## config.mk

```make
export PLATFORM = sky130hd
export DESIGN_NAME = nmea_sentence_field_extractor
export DESIGN_NICKNAME = d
export VERILOG_FILES = /design/src/rtl/nsfe_pkg.sv /design/src/rtl/nsfe_parser.sv /design/src/rtl/nsfe_out_buf.sv /design/src/rtl/nmea_sentence_field_extractor.sv
export VERILOG_INCLUDE_DIRS = /design/src /design/src/rtl
export SDC_FILE = /design/constraint.sdc
export NUM_CORES = 1
export LEC_CHECK = 0
export BUFFER_PORTS_ARGS = -buffer_cell sky130_fd_sc_hd__buf_2
export CORE_ASPECT_RATIO = 0.9
export CORE_MARGIN = 2
export CORE_UTILIZATION = 30
export DETAILED_ROUTE_END_ITERATION = 12
export GPL_ROUTABILITY_DRIVEN = 0
export SLEW_MARGIN = 20
export SYNTH_ARGS = -nofsm -noshare
export SYNTH_HDL_FRONTEND = slang
export SYNTH_SLANG_ARGS = --single-unit
```

## constraint.sdc

```tcl
create_clock -name clk -period 13.41 [get_ports clk]
set_input_delay 0 -clock clk [delete_from_list [all_inputs] [get_ports clk]]
set_output_delay 0 -clock clk [all_outputs]
set_load 0.1 [all_outputs]
```

## src/rtl/assert_macros.svh

```systemverilog
// Assertion macros shared by the RTL of the NMEA field extractor.
// No dependencies; included by the modules that carry assertions.
`ifndef ASSERT_MACROS_SVH
`define ASSERT_MACROS_SVH

// Condition holds on every clock edge out of reset
`define ASSERT_ALWAYS(lbl, ck, rn, cond) \
    lbl: assert property (@(posedge ck) disable iff (!rn) (cond)) \
        else $error("assertion failed");

// Antecedent implies consequent in the same cycle
`define ASSERT_IMPLIES(lbl, ck, rn, ante, cons) \
    lbl: assert property (@(posedge ck) disable iff (!rn) (ante) |-> (cons)) \
        else $error("assertion failed");

// Antecedent implies consequent in the next cycle
`define ASSERT_NEXT(lbl, ck, rn, ante, cons) \
    lbl: assert property (@(posedge ck) disable iff (!rn) (ante) |=> (cons)) \
        else $error("assertion failed");

`endif

```

## src/rtl/nsfe_pkg.sv

```systemverilog
// Shared types, codes and field maps of the NMEA sentence field extractor.
// No dependencies; used by all modules under rtl.
package nsfe_pkg;

    localparam int FIELD_CAPACITY_DEF = 16;

    // Special characters
    localparam logic [7:0] CHAR_DOLLAR = 8'h24;
    localparam logic [7:0] CHAR_STAR   = 8'h2A;
    localparam logic [7:0] CHAR_COMMA  = 8'h2C;
    localparam logic [7:0] CHAR_ZERO   = 8'h30;
    localparam logic [7:0] CHAR_NINE   = 8'h39;

    localparam logic [7:0] IDLE_MARK  = 8'hFF;
    localparam logic [7:0] FIELD_NONE = 8'hFF;

    // Type codes, first received byte in bits 7..0
    localparam logic [31:0] TYPE_P_RMC = 32'h434D5250;
    localparam logic [31:0] TYPE_N_RMC = 32'h434D524E;
    localparam logic [31:0] TYPE_P_GGA = 32'h41474750;
    localparam logic [31:0] TYPE_N_GGA = 32'h4147474E;
    localparam logic [31:0] TYPE_P_VTG = 32'h47545650;
    localparam logic [31:0] TYPE_N_VTG = 32'h4754564E;
    localparam logic [31:0] TYPE_P_GSV = 32'h56534750;
    localparam logic [31:0] TYPE_L_GSV = 32'h5653474C;

    // Event codes
    localparam logic [1:0] EVT_CLEAR   = 2'd0;
    localparam logic [1:0] EVT_CHAR    = 2'd1;
    localparam logic [1:0] EVT_GPS_CNT = 2'd2;
    localparam logic [1:0] EVT_GLO_CNT = 2'd3;

    // Destination codes
    localparam logic [3:0] DST_TIME    = 4'd0;
    localparam logic [3:0] DST_STATUS  = 4'd1;
    localparam logic [3:0] DST_LAT     = 4'd2;
    localparam logic [3:0] DST_NS      = 4'd3;
    localparam logic [3:0] DST_LON     = 4'd4;
    localparam logic [3:0] DST_EW      = 4'd5;
    localparam logic [3:0] DST_COURSE  = 4'd6;
    localparam logic [3:0] DST_DATE    = 4'd7;
    localparam logic [3:0] DST_USED    = 4'd8;
    localparam logic [3:0] DST_ALT     = 4'd9;
    localparam logic [3:0] DST_INVIEW  = 4'd10;
    localparam logic [3:0] DST_COG     = 4'd11;
    localparam logic [3:0] DST_COGSTAT = 4'd12;
    localparam logic [3:0] DST_KNOTS   = 4'd13;
    localparam logic [3:0] DST_SPEED   = 4'd14;
    localparam logic [3:0] DST_NONE    = 4'd15;

    typedef enum logic [2:0] {
        KIND_RMC,
        KIND_GGA,
        KIND_VTG,
        KIND_GSV_GPS,
        KIND_GSV_GLO,
        KIND_UNKNOWN
    } kind_t;

    // One result
    typedef struct packed {
        logic [7:0] sat_count;
        logic [7:0] char_value;
        logic [5:0] char_position;
        logic [3:0] destination;
        logic [1:0] event_kind;
    } evt_t;

    function automatic kind_t kind_of(input logic [31:0] code);
        kind_t k;
        if (code == TYPE_P_RMC || code == TYPE_N_RMC) k = KIND_RMC;
        else if (code == TYPE_P_GGA || code == TYPE_N_GGA) k = KIND_GGA;
        else if (code == TYPE_P_VTG || code == TYPE_N_VTG) k = KIND_VTG;
        else if (code == TYPE_P_GSV) k = KIND_GSV_GPS;
        else if (code == TYPE_L_GSV) k = KIND_GSV_GLO;
        else k = KIND_UNKNOWN;
        return k;
    endfunction

    // Field index to destination, per sentence type
    function automatic logic [3:0] dest_of(input kind_t kind, input logic [7:0] fi);
        logic [3:0] d;
        d = DST_NONE;
        case (kind)
            KIND_RMC:
            begin
                case (fi)
                    8'd0: d = DST_TIME;
                    8'd1: d = DST_STATUS;
                    8'd2: d = DST_LAT;
                    8'd3: d = DST_NS;
                    8'd4: d = DST_LON;
                    8'd5: d = DST_EW;
                    8'd7: d = DST_COURSE;
                    8'd8: d = DST_DATE;
                    default: d = DST_NONE;
                endcase
            end
            KIND_GGA:
            begin
                case (fi)
                    8'd6: d = DST_USED;
                    8'd8: d = DST_ALT;
                    default: d = DST_NONE;
                endcase
            end
            KIND_VTG:
            begin
                case (fi)
                    8'd0: d = DST_COG;
                    8'd1: d = DST_COGSTAT;
                    8'd4: d = DST_KNOTS;
                    8'd6: d = DST_SPEED;
                    default: d = DST_NONE;
                endcase
            end
            KIND_GSV_GPS, KIND_GSV_GLO:
            begin
                d = (fi == 8'd2) ? DST_INVIEW : DST_NONE;
            end
            default: d = DST_NONE;
        endcase
        return d;
    endfunction

endpackage

```

## src/rtl/nsfe_parser.sv

```systemverilog
// Sentence parser: holds the sentence state and turns one byte into at most one event.
// Depends on nsfe_pkg and assert_macros.svh.
`include "assert_macros.svh"

module nsfe_parser #(
    parameter int FIELD_CAPACITY = nsfe_pkg::FIELD_CAPACITY_DEF
) (
    input  logic               clk,
    input  logic               rst_n,
    input  logic               in_valid,   // byte consumed this cycle
    input  logic [7:0]         in_byte,
    output logic               evt_valid,
    output nsfe_pkg::evt_t     evt
);

    localparam int CHAR_W = $clog2(FIELD_CAPACITY + 1);
    localparam logic [CHAR_W-1:0] CAP = CHAR_W'(FIELD_CAPACITY);

    logic [7:0]        byte_cnt_reg, byte_cnt_next;
    logic [31:0]       type_acc_reg, type_acc_next;
    logic [7:0]        field_idx_reg, field_idx_next;
    logic [CHAR_W-1:0] char_idx_reg, char_idx_next;
    logic [7:0]        inview_reg, inview_next;

    logic [7:0]        cnt_inc;
    logic [7:0]        field_inc;
    nsfe_pkg::kind_t   kind;
    logic [3:0]        dest_cur;
    logic [3:0]        dest_new;
    logic [11:0]       inview_mac;

    assign cnt_inc    = byte_cnt_reg + 8'd1;
    assign field_inc  = field_idx_reg + 8'd1;
    assign kind       = nsfe_pkg::kind_of(type_acc_reg);
    assign dest_cur   = nsfe_pkg::dest_of(kind, field_idx_reg);
    assign dest_new   = nsfe_pkg::dest_of(kind, field_inc);
    // value * 10 + digit
    assign inview_mac = {1'b0, inview_reg, 3'b000} + {3'b000, inview_reg, 1'b0}
                        + {8'd0, in_byte[3:0]};

    // Next state and event
    always_comb
    begin
        byte_cnt_next  = byte_cnt_reg;
        type_acc_next  = type_acc_reg;
        field_idx_next = field_idx_reg;
        char_idx_next  = char_idx_reg;
        inview_next    = inview_reg;
        evt_valid      = 1'b0;
        evt            = '0;

        if (in_valid)
        begin
            if (in_byte == nsfe_pkg::CHAR_DOLLAR)
            begin
                byte_cnt_next  = 8'd0;
                type_acc_next  = '0;
                field_idx_next = nsfe_pkg::FIELD_NONE;
                char_idx_next  = '0;
            end
            else if (byte_cnt_reg != nsfe_pkg::IDLE_MARK)
            begin
                byte_cnt_next = cnt_inc;
                if (cnt_inc == nsfe_pkg::IDLE_MARK || cnt_inc <= 8'd1)
                begin
                    // length limit hit, or talker byte
                end
                else if (cnt_inc < 8'd6)
                begin
                    case (cnt_inc)
                        8'd2: type_acc_next[7:0]   = in_byte;
                        8'd3: type_acc_next[15:8]  = in_byte;
                        8'd4: type_acc_next[23:16] = in_byte;
                        8'd5: type_acc_next[31:24] = in_byte;
                        default: type_acc_next = type_acc_reg;
                    endcase
                end
                else if (kind == nsfe_pkg::KIND_UNKNOWN)
                begin
                    byte_cnt_next = nsfe_pkg::IDLE_MARK;
                end
                else if (in_byte == nsfe_pkg::CHAR_COMMA)
                begin
                    field_idx_next = field_inc;
                    char_idx_next  = '0;
                    if (dest_new != nsfe_pkg::DST_NONE)
                    begin
                        if (dest_new == nsfe_pkg::DST_INVIEW)
                        begin
                            inview_next = 8'd0;
                        end
                        evt_valid       = 1'b1;
                        evt.event_kind  = nsfe_pkg::EVT_CLEAR;
                        evt.destination = dest_new;
                    end
                end
                else if (in_byte == nsfe_pkg::CHAR_STAR)
                begin
                    byte_cnt_next = nsfe_pkg::IDLE_MARK;
                    if (kind == nsfe_pkg::KIND_GSV_GPS || kind == nsfe_pkg::KIND_GSV_GLO)
                    begin
                        evt_valid       = 1'b1;
                        evt.event_kind  = (kind == nsfe_pkg::KIND_GSV_GPS) ?
                                          nsfe_pkg::EVT_GPS_CNT : nsfe_pkg::EVT_GLO_CNT;
                        evt.destination = nsfe_pkg::DST_INVIEW;
                        evt.sat_count   = inview_reg;
                    end
                end
                else if (dest_cur != nsfe_pkg::DST_NONE && char_idx_reg < CAP)
                begin
                    evt_valid         = 1'b1;
                    evt.event_kind    = nsfe_pkg::EVT_CHAR;
                    evt.destination   = dest_cur;
                    evt.char_position = 6'(char_idx_reg);
                    evt.char_value    = in_byte;
                    char_idx_next     = char_idx_reg + CHAR_W'(1);
                    if (dest_cur == nsfe_pkg::DST_INVIEW &&
                        in_byte inside {[nsfe_pkg::CHAR_ZERO:nsfe_pkg::CHAR_NINE]})
                    begin
                        inview_next = (inview_mac > 12'd255) ? 8'd255 : inview_mac[7:0];
                    end
                end
            end
        end
    end

    // State registers
    always_ff @(posedge clk or negedge rst_n)
    begin
        if (!rst_n)
        begin
            byte_cnt_reg  <= nsfe_pkg::IDLE_MARK;
            type_acc_reg  <= '0;
            field_idx_reg <= nsfe_pkg::FIELD_NONE;
            char_idx_reg  <= '0;
            inview_reg    <= '0;
        end
        else
        begin
            byte_cnt_reg  <= byte_cnt_next;
            type_acc_reg  <= type_acc_next;
            field_idx_reg <= field_idx_next;
            char_idx_reg  <= char_idx_next;
            inview_reg    <= inview_next;
        end
    end

    `ASSERT_ALWAYS(a_char_idx_cap, clk, rst_n, char_idx_reg <= CAP)
    `ASSERT_IMPLIES(a_idle_silent, clk, rst_n, in_valid && byte_cnt_reg == nsfe_pkg::IDLE_MARK && in_byte != nsfe_pkg::CHAR_DOLLAR, !evt_valid)
    `ASSERT_IMPLIES(a_count_on_star, clk, rst_n, evt_valid && (evt.event_kind == nsfe_pkg::EVT_GPS_CNT || evt.event_kind == nsfe_pkg::EVT_GLO_CNT), in_byte == nsfe_pkg::CHAR_STAR)

endmodule

```

## src/rtl/nsfe_out_buf.sv

```systemverilog
// Two-entry result buffer between the parser and the master stream port.
// Depends on nsfe_pkg and assert_macros.svh.
`include "assert_macros.svh"

module nsfe_out_buf (
    input  logic           clk,
    input  logic           rst_n,
    input  logic           push,
    input  nsfe_pkg::evt_t push_data,
    output logic           space,      // room for one more result
    output logic           out_valid,
    input  logic           out_ready,
    output nsfe_pkg::evt_t out_data
);

    nsfe_pkg::evt_t entry_reg [2];
    logic           wr_ptr_reg;
    logic           rd_ptr_reg;
    logic [1:0]     cnt_reg;
    logic           pop;

    assign pop       = out_valid && out_ready;
    assign out_valid = (cnt_reg != 2'd0);
    assign space     = (cnt_reg != 2'd2);
    assign out_data  = entry_reg[rd_ptr_reg];

    // Entry storage
    always_ff @(posedge clk)
    begin
        if (push)
        begin
            entry_reg[wr_ptr_reg] <= push_data;
        end
    end

    // Pointers and fill count
    always_ff @(posedge clk or negedge rst_n)
    begin
        if (!rst_n)
        begin
            wr_ptr_reg <= 1'b0;
            rd_ptr_reg <= 1'b0;
            cnt_reg    <= 2'd0;
        end
        else
        begin
            if (push)
            begin
                wr_ptr_reg <= ~wr_ptr_reg;
            end
            if (pop)
            begin
                rd_ptr_reg <= ~rd_ptr_reg;
            end
            if (push && !pop)
            begin
                cnt_reg <= cnt_reg + 2'd1;
            end
            else if (pop && !push)
            begin
                cnt_reg <= cnt_reg - 2'd1;
            end
        end
    end

    `ASSERT_IMPLIES(a_no_overflow, clk, rst_n, push, cnt_reg != 2'd2)
    `ASSERT_NEXT(a_cnt_grow, clk, rst_n, push && !pop, cnt_reg == 2'($past(cnt_reg) + 2'd1))

endmodule

```

## src/rtl/nmea_sentence_field_extractor.sv

```systemverilog
// NMEA sentence field extractor: input byte register, parser, result buffer.
// An accepted byte is held in the input byte register; the parser turns it into
// at most one event combinationally, which is written into the result buffer.
// Throughput: one byte per cycle while the result buffer has room.
// s_tready drops only when the byte register is full and both buffer entries wait.
// Reset (rst_n low, asynchronous): parser idle, buffer empty, in-view count 0.
// Depends on nsfe_pkg, nsfe_parser and nsfe_out_buf.
module nmea_sentence_field_extractor #(
    parameter int FIELD_CAPACITY = nsfe_pkg::FIELD_CAPACITY_DEF
) (
    input  logic        clk,
    input  logic        rst_n,
    input  logic        s_tvalid,
    output logic        s_tready,
    input  logic [7:0]  s_tdata,   // [7:0] rx_byte
    output logic        m_tvalid,
    input  logic        m_tready,
    output logic [31:0] m_tdata,   // [3:0] destination, [9:4] char_position,
                                   // [17:10] char_value, [25:18] sat_count, rest 0
    output logic [1:0]  m_tuser    // [1:0] event_kind
);

    logic           in_valid_reg;
    logic [7:0]     in_byte_reg;
    logic           consume;
    logic           buf_space;
    logic           evt_valid;
    nsfe_pkg::evt_t evt;
    nsfe_pkg::evt_t out_evt;

    assign consume  = in_valid_reg && buf_space;
    assign s_tready = !in_valid_reg || buf_space;

    // Input byte register
    always_ff @(posedge clk or negedge rst_n)
    begin
        if (!rst_n)
        begin
            in_valid_reg <= 1'b0;
        end
        else if (s_tready)
        begin
            in_valid_reg <= s_tvalid;
        end
    end

    always_ff @(posedge clk)
    begin
        if (s_tvalid && s_tready)
        begin
            in_byte_reg <= s_tdata;
        end
    end

    nsfe_parser #(
        .FIELD_CAPACITY (FIELD_CAPACITY)
    ) u_parser (
        .clk       (clk),
        .rst_n     (rst_n),
        .in_valid  (consume),
        .in_byte   (in_byte_reg),
        .evt_valid (evt_valid),
        .evt       (evt)
    );

    nsfe_out_buf u_out_buf (
        .clk       (clk),
        .rst_n     (rst_n),
        .push      (consume && evt_valid),
        .push_data (evt),
        .space     (buf_space),
        .out_valid (m_tvalid),
        .out_ready (m_tready),
        .out_data  (out_evt)
    );

    // Output packing
    assign m_tuser = out_evt.event_kind;
    assign m_tdata = {6'd0, out_evt.sat_count, out_evt.char_value,
                      out_evt.char_position, out_evt.destination};

endmodule

```

==> impl_metrics.toml, run 1 <==
[status]
status = "complete, no violations"

[finish]
largest_reg_flops = 54
design_area_um2 = 8680
final_core_util_pct = 35.6
area_growth_pct = 16.0
drive_above_1_share_pct = 23.2
diodes = 0
fillers = 2393
finalNetCount = 780

[synth]
synth_common_cells = "edfxtp_1, nand2_1, dfrtp_1"
synth-seq-cells = 128
yosys.area_share.simple_pct = 21.0
synth_area_leaders = "edfxtp_1, dfrtp_1, mux2_2, dfstp_2, ha_1"
async_flop_share_pct = 51.6
ys_seq_area_share_pct = 47.3
synth_top_area_share_pct = 24.9
synth_top_family_by_area = "simple AND/OR/NAND/NOR gates"
syn_inst = 691
synth.avg_cell_area_um2 = 10.8
synth_xor_area_share_pct = 1.64
synth_warnings = 0
synth_flop_cell = "edfxtp_1"
synthAdderAreaFrac_pct = 4.89
netlist_area_um2 = 7480
synth_compound_area_share_pct = 14.0
yosysTopAreaCell = "edfxtp_1"
synth.area.mux_share_pct = 7.45
synth_cell_types = 90
synth_edf_count = 62

[drt]
via_per_inst = 5.12
drt_first_pass_iters = 5
antenna_left = 0
drc = 0
via_count = 5576
routedWlPerCell_um = 16.3
wl_um = 17700
drtIter0Drc = 440

[timing]
finClkSkew_ns = 0.0239
tns_ns = 0
min_period_ns = 3.86
timing.final.hold_violations = 0
relSlewSlack_pct = 31.4
timing_worst_slew_pin_value_ns = 1.03
finalSetupViolations = 0
clock.fmax_mhz = 259
slew_violations = 0
rsz0062_at_grt = "false"
finalCritPeriodShare_pct = 28.8

[worst_setup_path]
cp-end-kind = "register"
crit_arrival_ns = 3.93
crit_fanout = 27
cp.required_ns = 13.48
startpoint_type = "register"
path_class = "register to register"

[clock_network]
clk_pin_slew_worst_paths_ns = 0.06
post-cts-setup-buffer-count = 0
cts_tree = "yes"
cts-root-buf = "clkbuf_16"
cts_sinks = 128
numCtsBuffers = 17
clk_latency_ns = 0.43
clk_path_buf_depth = 2
htree_levels = 4

[floorplanning]
die_x_um = 170
initial_core_util_pct = 30.7
core.rowCount = 54
die_h_um = 154
ioPinCount = 48
dieArea_um2 = 26200
core_um2 = 24400

[pwr]
ir_worst_vdd_mv = 0.0625
power-per-cell-area_nw_per_um2 = 116
leakage_nw = 3.54

[placed_design]
dpl_cell_area_um2 = 7970
port_buffers = 40
hpwlAfterDp_um = 12800

[global_route]
grt_max_degree = 67
first_global_vias = 5440
antenna_found_initial = 0
grt.overflow.total = 0
grt_pass1_wl_um = 29000
grt.total_usage_pct = 14.2

[run]
drv_cap = 0

[worst_hold_path]
min_path_type = "primary input to register"
routing by layer:
metal / vias up / GRT usage, % / part of all wire, %
met2: 138 / 21.7 / 44
met3: 14 / 3.37 / 4.7
met5: - / 0 / 0
met1: 2758 / 20.2 / 50
met4: 0 / 3.22 / 0.95
li1: 2666 / - / -
power breakdown:
group / total [W] / internal, W / leakage [nW] / switching, W
registers: 0.000453 / 0.000430 / 1.44 / 0.0000232
clock network: 0.000466 / 0.000282 / 0.287 / 0.000183
logic: 0.0000894 / 0.0000365 / 1.81 / 0.0000529
cell usage in the layout (no fill, tap or decap), drive strengths merged, types with 5 or more instances in the layout:
cell	n
nand3b	7
dfrtp	50
o21a	11
nor4	12
or2	10
and4	5
conb	9
dlygate4sd3	11
buf	44
dfstp	16
edfxtp	62
nand3	12
nor3b	6
nor2b	10
nor3	14
ha	26
inv	28
and3	13
a211o	5
a31oi	9
mux2	45
nand2b	14
nor2	46
a22oi	5
o2bb2ai	10
xnor2	9
clkbuf	19
a21oi	25
nand4	10
mux2i	5
o21ai	36
nand2	63
xor2	5
or4	5
and2	22
nor4b	8
area by class of cell:
cell class | count | area (um^2) | share of cell area (%)
Clock inverter | 13 | 153 | 1.76
Clock buffer | 19 | 443 | 5.11
Multi-Input combinational cell | 515 | 3700 | 42.6
Inverter | 23 | 86.3 | 0.995
Timing Repair Buffer | 55 | 340 | 3.92
Tap cell | 336 | 420 | 4.85
Sequential cell | 128 | 3530 | 40.7
timing repair:
action,in CTS,in global routing
hold endpoints to repair,60,0
gates resized for setup,0,0
hold buffers,11,0
path summary, 6_finish.rpt:
path | from | end | slack [ns] | cells after the start
min | s_tdata[5] | in_byte_reg[5] | 0.28 | 2
min in group asynchronous | rst_n | u_parser.type_acc_reg[24] | 0.31 | 3
max in group asynchronous | rst_n | u_parser.char_idx_reg[4] | 12.52 | 3
max reg2reg | u_parser.field_idx_reg[0] | u_out_buf.entry_reg[0][0] | 9.55 | 11
max | u_parser.field_idx_reg[0] | u_out_buf.entry_reg[0][0] | 9.55 | 11
min reg2reg | u_parser.type_acc_reg[23] | u_parser.type_acc_reg[23] | 0.50 | 1
critical path, cell delays in order (launching register included):
cell and delay [ns]:
dfstp_2 0.62, ha_1 0.33, nand4_1 0.21, a21oi_1 0.22, o221ai_1 0.24, nor2_1 0.35, nand3_1 0.12, a222oi_1 0.47
o41ai_2 0.22, a21oi_4 0.22, nor2b_2 0.17, buf_4 0.34
kinds of logic (layout without fill, tap and decap cells):
| family | Yosys count | after routing |
|---|---|---|
| other | 1 | 9 |
| buffers and inverters | 56 | 110 |
| xor gates and xnor gates | 14 | 14 |
| DFF | 128 | 128 |
| and+or+nand+nor | 270 | 270 |
| muxes | 50 | 50 |
| adders and majority gates | 28 | 28 |
| AOI/OAI and AO/OA | 144 | 144 |
metrics by stage:
step                hold slack, ns  instances  setup WS [ns]  total power (W)
floorplan                   -0.296        699           9.21         0.000530
global placement             0.178       1046           9.68         0.000546
detailed placement           0.178       1046           9.56         0.000548
CTS                          0.265       1089           9.54          0.00102
global route                 0.284       1089           9.17          0.00105
finish                       0.279       1089           9.55          0.00101
Note: power is estimated with default switching activity, not from simulation.
==> run 2: changes to the inputs <==
==> constraint.sdc (replaced) <==
create_clock -name clk -period 3.5 [get_ports clk]
set_input_delay 0 -clock clk [delete_from_list [all_inputs] [get_ports clk]]
set_output_delay 0 -clock clk [all_outputs]
set_load 0.1 [all_outputs]
==> run 2 against run 1 <==
Compared with the run above:
- via count is 4.3% higher
- critical endpoint is now u_out_buf.entry_reg[0][14]
- non-clock buffer count is 70 higher
- sequential power grew to 3.8 times the previous value
- design area is 6.7% higher
- register-to-register slack worse by 9.5 ns
- critical path depth stayed put
- largest power group unchanged
==> impl_metrics.toml, run 2 (synthesized netlist as in run 1, its figures left out) <==
[finish]
area_growth_pct = 23.8
layout_common_cells = "buf_4, nand2_1, edfxtp_1"
largest_reg_flops = 54
final_core_util_pct = 37.9
final_common_cell = "buf_4"
finalNetCount = 850
design_area_um2 = 9260
diodes = 0
drive_above_1_share_pct = 29.6

[global_route]
top_usage_layer = "met2"
grt_use_met3_pct = 2.91
first_global_vias = 5706
grt.overflow.total = 0
grt_max_degree = 40
grt.total_usage_pct = 14.8
met1_usage_pct = 21.8
met2_usage_pct = 21.9
antenna_found_initial = 0
grt_pass1_wl_um = 30500

[clock_network]
numCtsBuffers = 17
clk_latency_ns = 0.42
cts_sinks = 128
cts-root-buf = "clkbuf_16"
htree_levels = 4
cts_tree = "yes"
clk_pin_slew_worst_paths_ns = 0.06
clk_path_buf_depth = 2

[pwr]
power_w = 0.00395
p_int_w = 0.00296
power-per-cell-area_nw_per_um2 = 427
leakage_nw = 3.90
clockPowerShare_pct = 46.6
ir_worst_vdd_mv = 0.250
p_sw_w = 0.000993
combPwrFrac_pct = 9.7
seqPwrFrac_pct = 43.7
switching_share_pct = 25.1

[floorplanning]
core_um2 = 24400
die_x_um = 170
dieArea_um2 = 26200
core.rowCount = 54
ioPinCount = 48
initial_core_util_pct = 30.7
die_h_um = 154

[placed_design]
dpl_cell_area_um2 = 8480
dp_slack_ns = -0.0794
port_buffers = 40
hpwlAfterDp_um = 13500

[timing]
clock.fmax_mhz = 293
finalSetupViolations = 0
finalCritPeriodShare_pct = 97.6
min_period_ns = 3.41
timing.final.hold_violations = 0
slew_violations = 0
timing_worst_slew_pin_value_ns = 0.700
rsz0062_at_grt = "true"
worst_slack_ns = 0.0853
relSlewSlack_pct = 53.3
finClkSkew_ns = 0.0101

[drt]
wl_um = 18600
routedWlPerCell_um = 16.1
via_count = 5816
antenna_left = 0
via_per_inst = 5.02
drtIter0Drc = 362
drt_first_pass_iters = 5
drc = 0

[worst_setup_path]
startpoint_type = "register"
r2r-start = "u_parser.type_acc_reg[31]"
path_class = "register to register"
crit_chain = "or4b_4 -> or4_4 -> a21oi_4 -> o21ai_1 -> a222oi_1 -> buf_4 -> o41ai_4 -> a21oi_4 -> buf_4 -> nor2b_4 -> buf_4"
critPathSlowestCell = "or4_4"
cp-end-kind = "register"
crit_family = "simple AND/OR/NAND/NOR gates"
crit_fanout = 8
path_common_cell = "buf_4"
cp.required_ns = 3.63
rr_endpoint = "u_out_buf.entry_reg[0][14]"
critPathMaxStageDelay_ns = 0.57
reg2reg_depth = 11
cp.depth = 11
critPathBufInv = 3
r2r_slack_ns = 0.09
crit_arrival_ns = 3.54

[status]
status = "complete, no violations"

[worst_hold_path]
min_path_type = "primary input to asynchronous set/reset pin"

[run]
drv_cap = 0
-- run 2: layer usage --
metal	wire (um)	part of all wire, %
met1	9550	51
met2	8040	43
met3	816	4.4
met4	235	1.3
met5	0	0
-- run 2: cell type report --
class / count / area, um^2
clock buffer: 21 / 450
clock inverter: 11 / 153
fill: 2368 / 15100
inverter: 23 / 86.3
multi-input combinational: 515 / 3730
sequential: 128 / 3530
tap: 336 / 420
timing repair buffer: 125 / 878
-- run 2: power by group through the flow --
stage	clock network, W	logic, W	registers, W
final	0.00184	0.000384	0.00173
after global routing	0.00193	0.000429	0.00174
after CTS	0.00187	0.000385	0.00172
after detailed placement	0	0.000374	0.00175
after global placement	0	0.000369	0.00175
after floorplan	0	0.000323	0.00171
-- run 2: worst reg2reg max path, cell delays in order (launching register included) --
cell and delay, ns:
dfrtp_1 0.40, or4b_4 0.54, or4_4 0.57, a21oi_4 0.20, o21ai_1 0.09, a222oi_1 0.33, buf_4 0.20, o41ai_4 0.09
a21oi_4 0.14, buf_4 0.17, nor2b_4 0.19, buf_4 0.20
-- run 2: worst max path at each step --
stage                               from  slack, ns                         end
3_3_place_gp   u_parser.type_acc_reg[31]      -0.01  u_out_buf.entry_reg[1][26]
4_1_cts        u_parser.type_acc_reg[31]       0.06  u_out_buf.entry_reg[0][16]
2_1_floorplan  u_parser.field_idx_reg[2]       0.09   u_out_buf.entry_reg[0][0]
3_5_place_dp   u_parser.type_acc_reg[31]      -0.08  u_out_buf.entry_reg[1][26]
6_report       u_parser.type_acc_reg[31]       0.09  u_out_buf.entry_reg[0][14]
5_1_grt        u_parser.field_idx_reg[1]      -0.13  u_out_buf.entry_reg[0][14]
-- run 2: per-stage QoR --
step / hold WS (ns) / std cells / TNS (ns)
2_1_floorplan: -0.296 / 699 / 0
6_report: 0.156 / 1159 / 0
5_1_grt: 0.241 / 1159 / -4.68
3_5_place_dp: 0.0929 / 1111 / -2.10
4_1_cts: 0.170 / 1154 / 0
3_3_place_gp: 0.0885 / 1111 / -0.279
-- run 2: repair_timing --
action	in CTS	in global routing
gates resized for setup	1	3
setup endpoints to repair	27	56
buffers inserted	0	5
hold endpoints to repair	28	0
pin swaps	0	4
hold buffers	11	0
==> run 3: changes to the inputs <==
--- a/config.mk
+++ b/config.mk
@@ -12,6 +12,7 @@
 export CORE_UTILIZATION = 30
 export DETAILED_ROUTE_END_ITERATION = 12
 export GPL_ROUTABILITY_DRIVEN = 0
+export REMOVE_ABC_BUFFERS = 1
 export SLEW_MARGIN = 20
 export SYNTH_ARGS = -nofsm -noshare
 export SYNTH_HDL_FRONTEND = slang
==> run 3 against run 2 <==
Compared with the run above:
- power increased by 0.72%
- clock skew is 0.00085 ns higher
- combinational power shrank 2%
- register-to-register slack improved by 0.02 ns
- critical endpoint is now u_out_buf.entry_reg[0][27]
- largest cell class unchanged
- highest routed layer unchanged
==> impl_metrics.toml, run 3 (synthesized netlist as in run 1, its figures left out) <==
[finish]
largest_reg_flops = 54
layout_common_cells = "nand2_1, edfxtp_1, buf_4"
area_growth_pct = 23.1
diodes = 0
finalNetCount = 833
drive_above_1_share_pct = 29.2

[timing]
worst_slack_ns = 0.107
clock.fmax_mhz = 295
finClkSkew_ns = 0.0109
finalSetupViolations = 0
timing_worst_slew_pin_value_ns = 0.753
timing.final.hold_violations = 0
slew_violations = 0
timing.hold.ws_ns = 0.187
finalCritPeriodShare_pct = 96.9
relSlewSlack_pct = 49.8
min_period_ns = 3.39

[drt]
via_per_inst = 5.07
routedWlPerCell_um = 17.0
wl_um = 19400
drtIter0Drc = 449
via_count = 5793
antenna_left = 0
drt_first_pass_iters = 5
drc = 0

[worst_setup_path]
startpoint_type = "register"
crit_fanout = 13
crit_arrival_ns = 3.52
reg2reg_depth = 11
cp.required_ns = 3.63
path_class = "register to register"
rr_endpoint = "u_out_buf.entry_reg[0][27]"
r2r-start = "u_parser.type_acc_reg[29]"
cp-end-kind = "register"
r2r_slack_ns = 0.11

[clock_network]
cts_sinks = 128
clk_pin_slew_worst_paths_ns = 0.06
clk_latency_ns = 0.42
htree_levels = 4
clk_path_buf_depth = 2
cts_tree = "yes"
numCtsBuffers = 17
cts-root-buf = "clkbuf_16"

[global_route]
grt_max_degree = 39
grt.total_usage_pct = 15.2
antenna_found_initial = 0
first_global_vias = 5730
grt.overflow.total = 0
grt_pass1_wl_um = 30900

[placed_design]
dp_slack_ns = 0.0323
hpwlAfterDp_um = 13800
port_buffers = 40

[status]
status = "complete, no violations"

[worst_hold_path]
min_path_type = "primary input to asynchronous set/reset pin"

[pwr]
power-per-cell-area_nw_per_um2 = 432
leakage_nw = 3.84
ir_worst_vdd_mv = 0.332

[floorplanning]
initial_core_util_pct = 30.7
die_x_um = 170
ioPinCount = 48
core_um2 = 24400
core.rowCount = 54
die_h_um = 154
dieArea_um2 = 26200

[run]
drv_cap = 0
[run 3: how the worst max path moves through the flow]
stage                               from                    endpoint  slack, ns  cells past startpoint
2_1_floorplan  u_parser.field_idx_reg[0]   u_out_buf.entry_reg[0][0]      -0.70                     10
3_3_place_gp   u_parser.type_acc_reg[21]  u_out_buf.entry_reg[0][26]       0.08                     10
3_5_place_dp   u_parser.field_idx_reg[0]   u_out_buf.entry_reg[0][4]       0.03                     12
4_1_cts        u_parser.type_acc_reg[21]   u_out_buf.entry_reg[0][9]       0.02                     10
5_1_grt        u_parser.type_acc_reg[29]  u_out_buf.entry_reg[0][16]    -0.0002                     11
6_report       u_parser.type_acc_reg[29]  u_out_buf.entry_reg[0][27]       0.11                     11
[run 3: critical path, stage by stage (launching register included)]
cell	delay (ns)
dfrtp_1	0.39
or4b_4	0.55
or4_4	0.57
a21oi_4	0.18
o21ai_1	0.09
a222oi_1	0.28
buf_4	0.18
o41ai_2	0.07
buf_4	0.16
a21oi_4	0.16
nor2b_4	0.26
clkbuf_16	0.21
[run 3: final cells by class]
cell class,instances,area [um^2]
inverter,23,86.3
multi-input combinational,515,3760
fill,2405,15200
sequential,128,3530
timing repair buffer,108,778
clock buffer,19,433
tap,336,420
clock inverter,13,189
[run 3: routing by layer]
| layer | vias to the layer above | GRT usage (%) | share of wire, % |
|---|---|---|---|
| li1 | 2762 | - | - |
| met1 | 2839 | 22.0 | 49 |
| met2 | 158 | 22.3 | 44 |
| met3 | 34 | 3.60 | 5.2 |
| met4 | 0 | 4.97 | 2.0 |
| met5 | - | 0 | 0 |
[run 3: report_power, final]
part           leakage [nW]  switching, W  internal, W  total, W
Combinational          2.09      0.000222     0.000157  0.000378
Clock                 0.293      0.000677      0.00120   0.00187
Sequential             1.45     0.0000806      0.00165   0.00173
Total                  3.84      0.000979      0.00300   0.00398
[run 3: timing repair]
item | in CTS | in global routing
setup buffers | 0 | 6
endpoints found under the hold margin | 27 | 0
pin swaps | 0 | 4
gates resized for setup | 1 | 12
setup endpoints to repair | 27 | 70
hold buffers | 11 | 0
gates cloned | 0 | 1
[run 3: per-stage QoR]
stage	utilization (%)	power (W)	std cells	area, um^2	TNS, ns
final	37.7	0.00398	1142	9200	0
after global routing	37.7	0.00415	1142	9200	-0.000585
after CTS	37.2	0.00402	1135	9070	0
after detailed placement	34.2	0.00212	1092	8340	0
after global placement	34.2	0.00211	1092	8340	0
after floorplan	-	0.00200	666	7320	-22.17
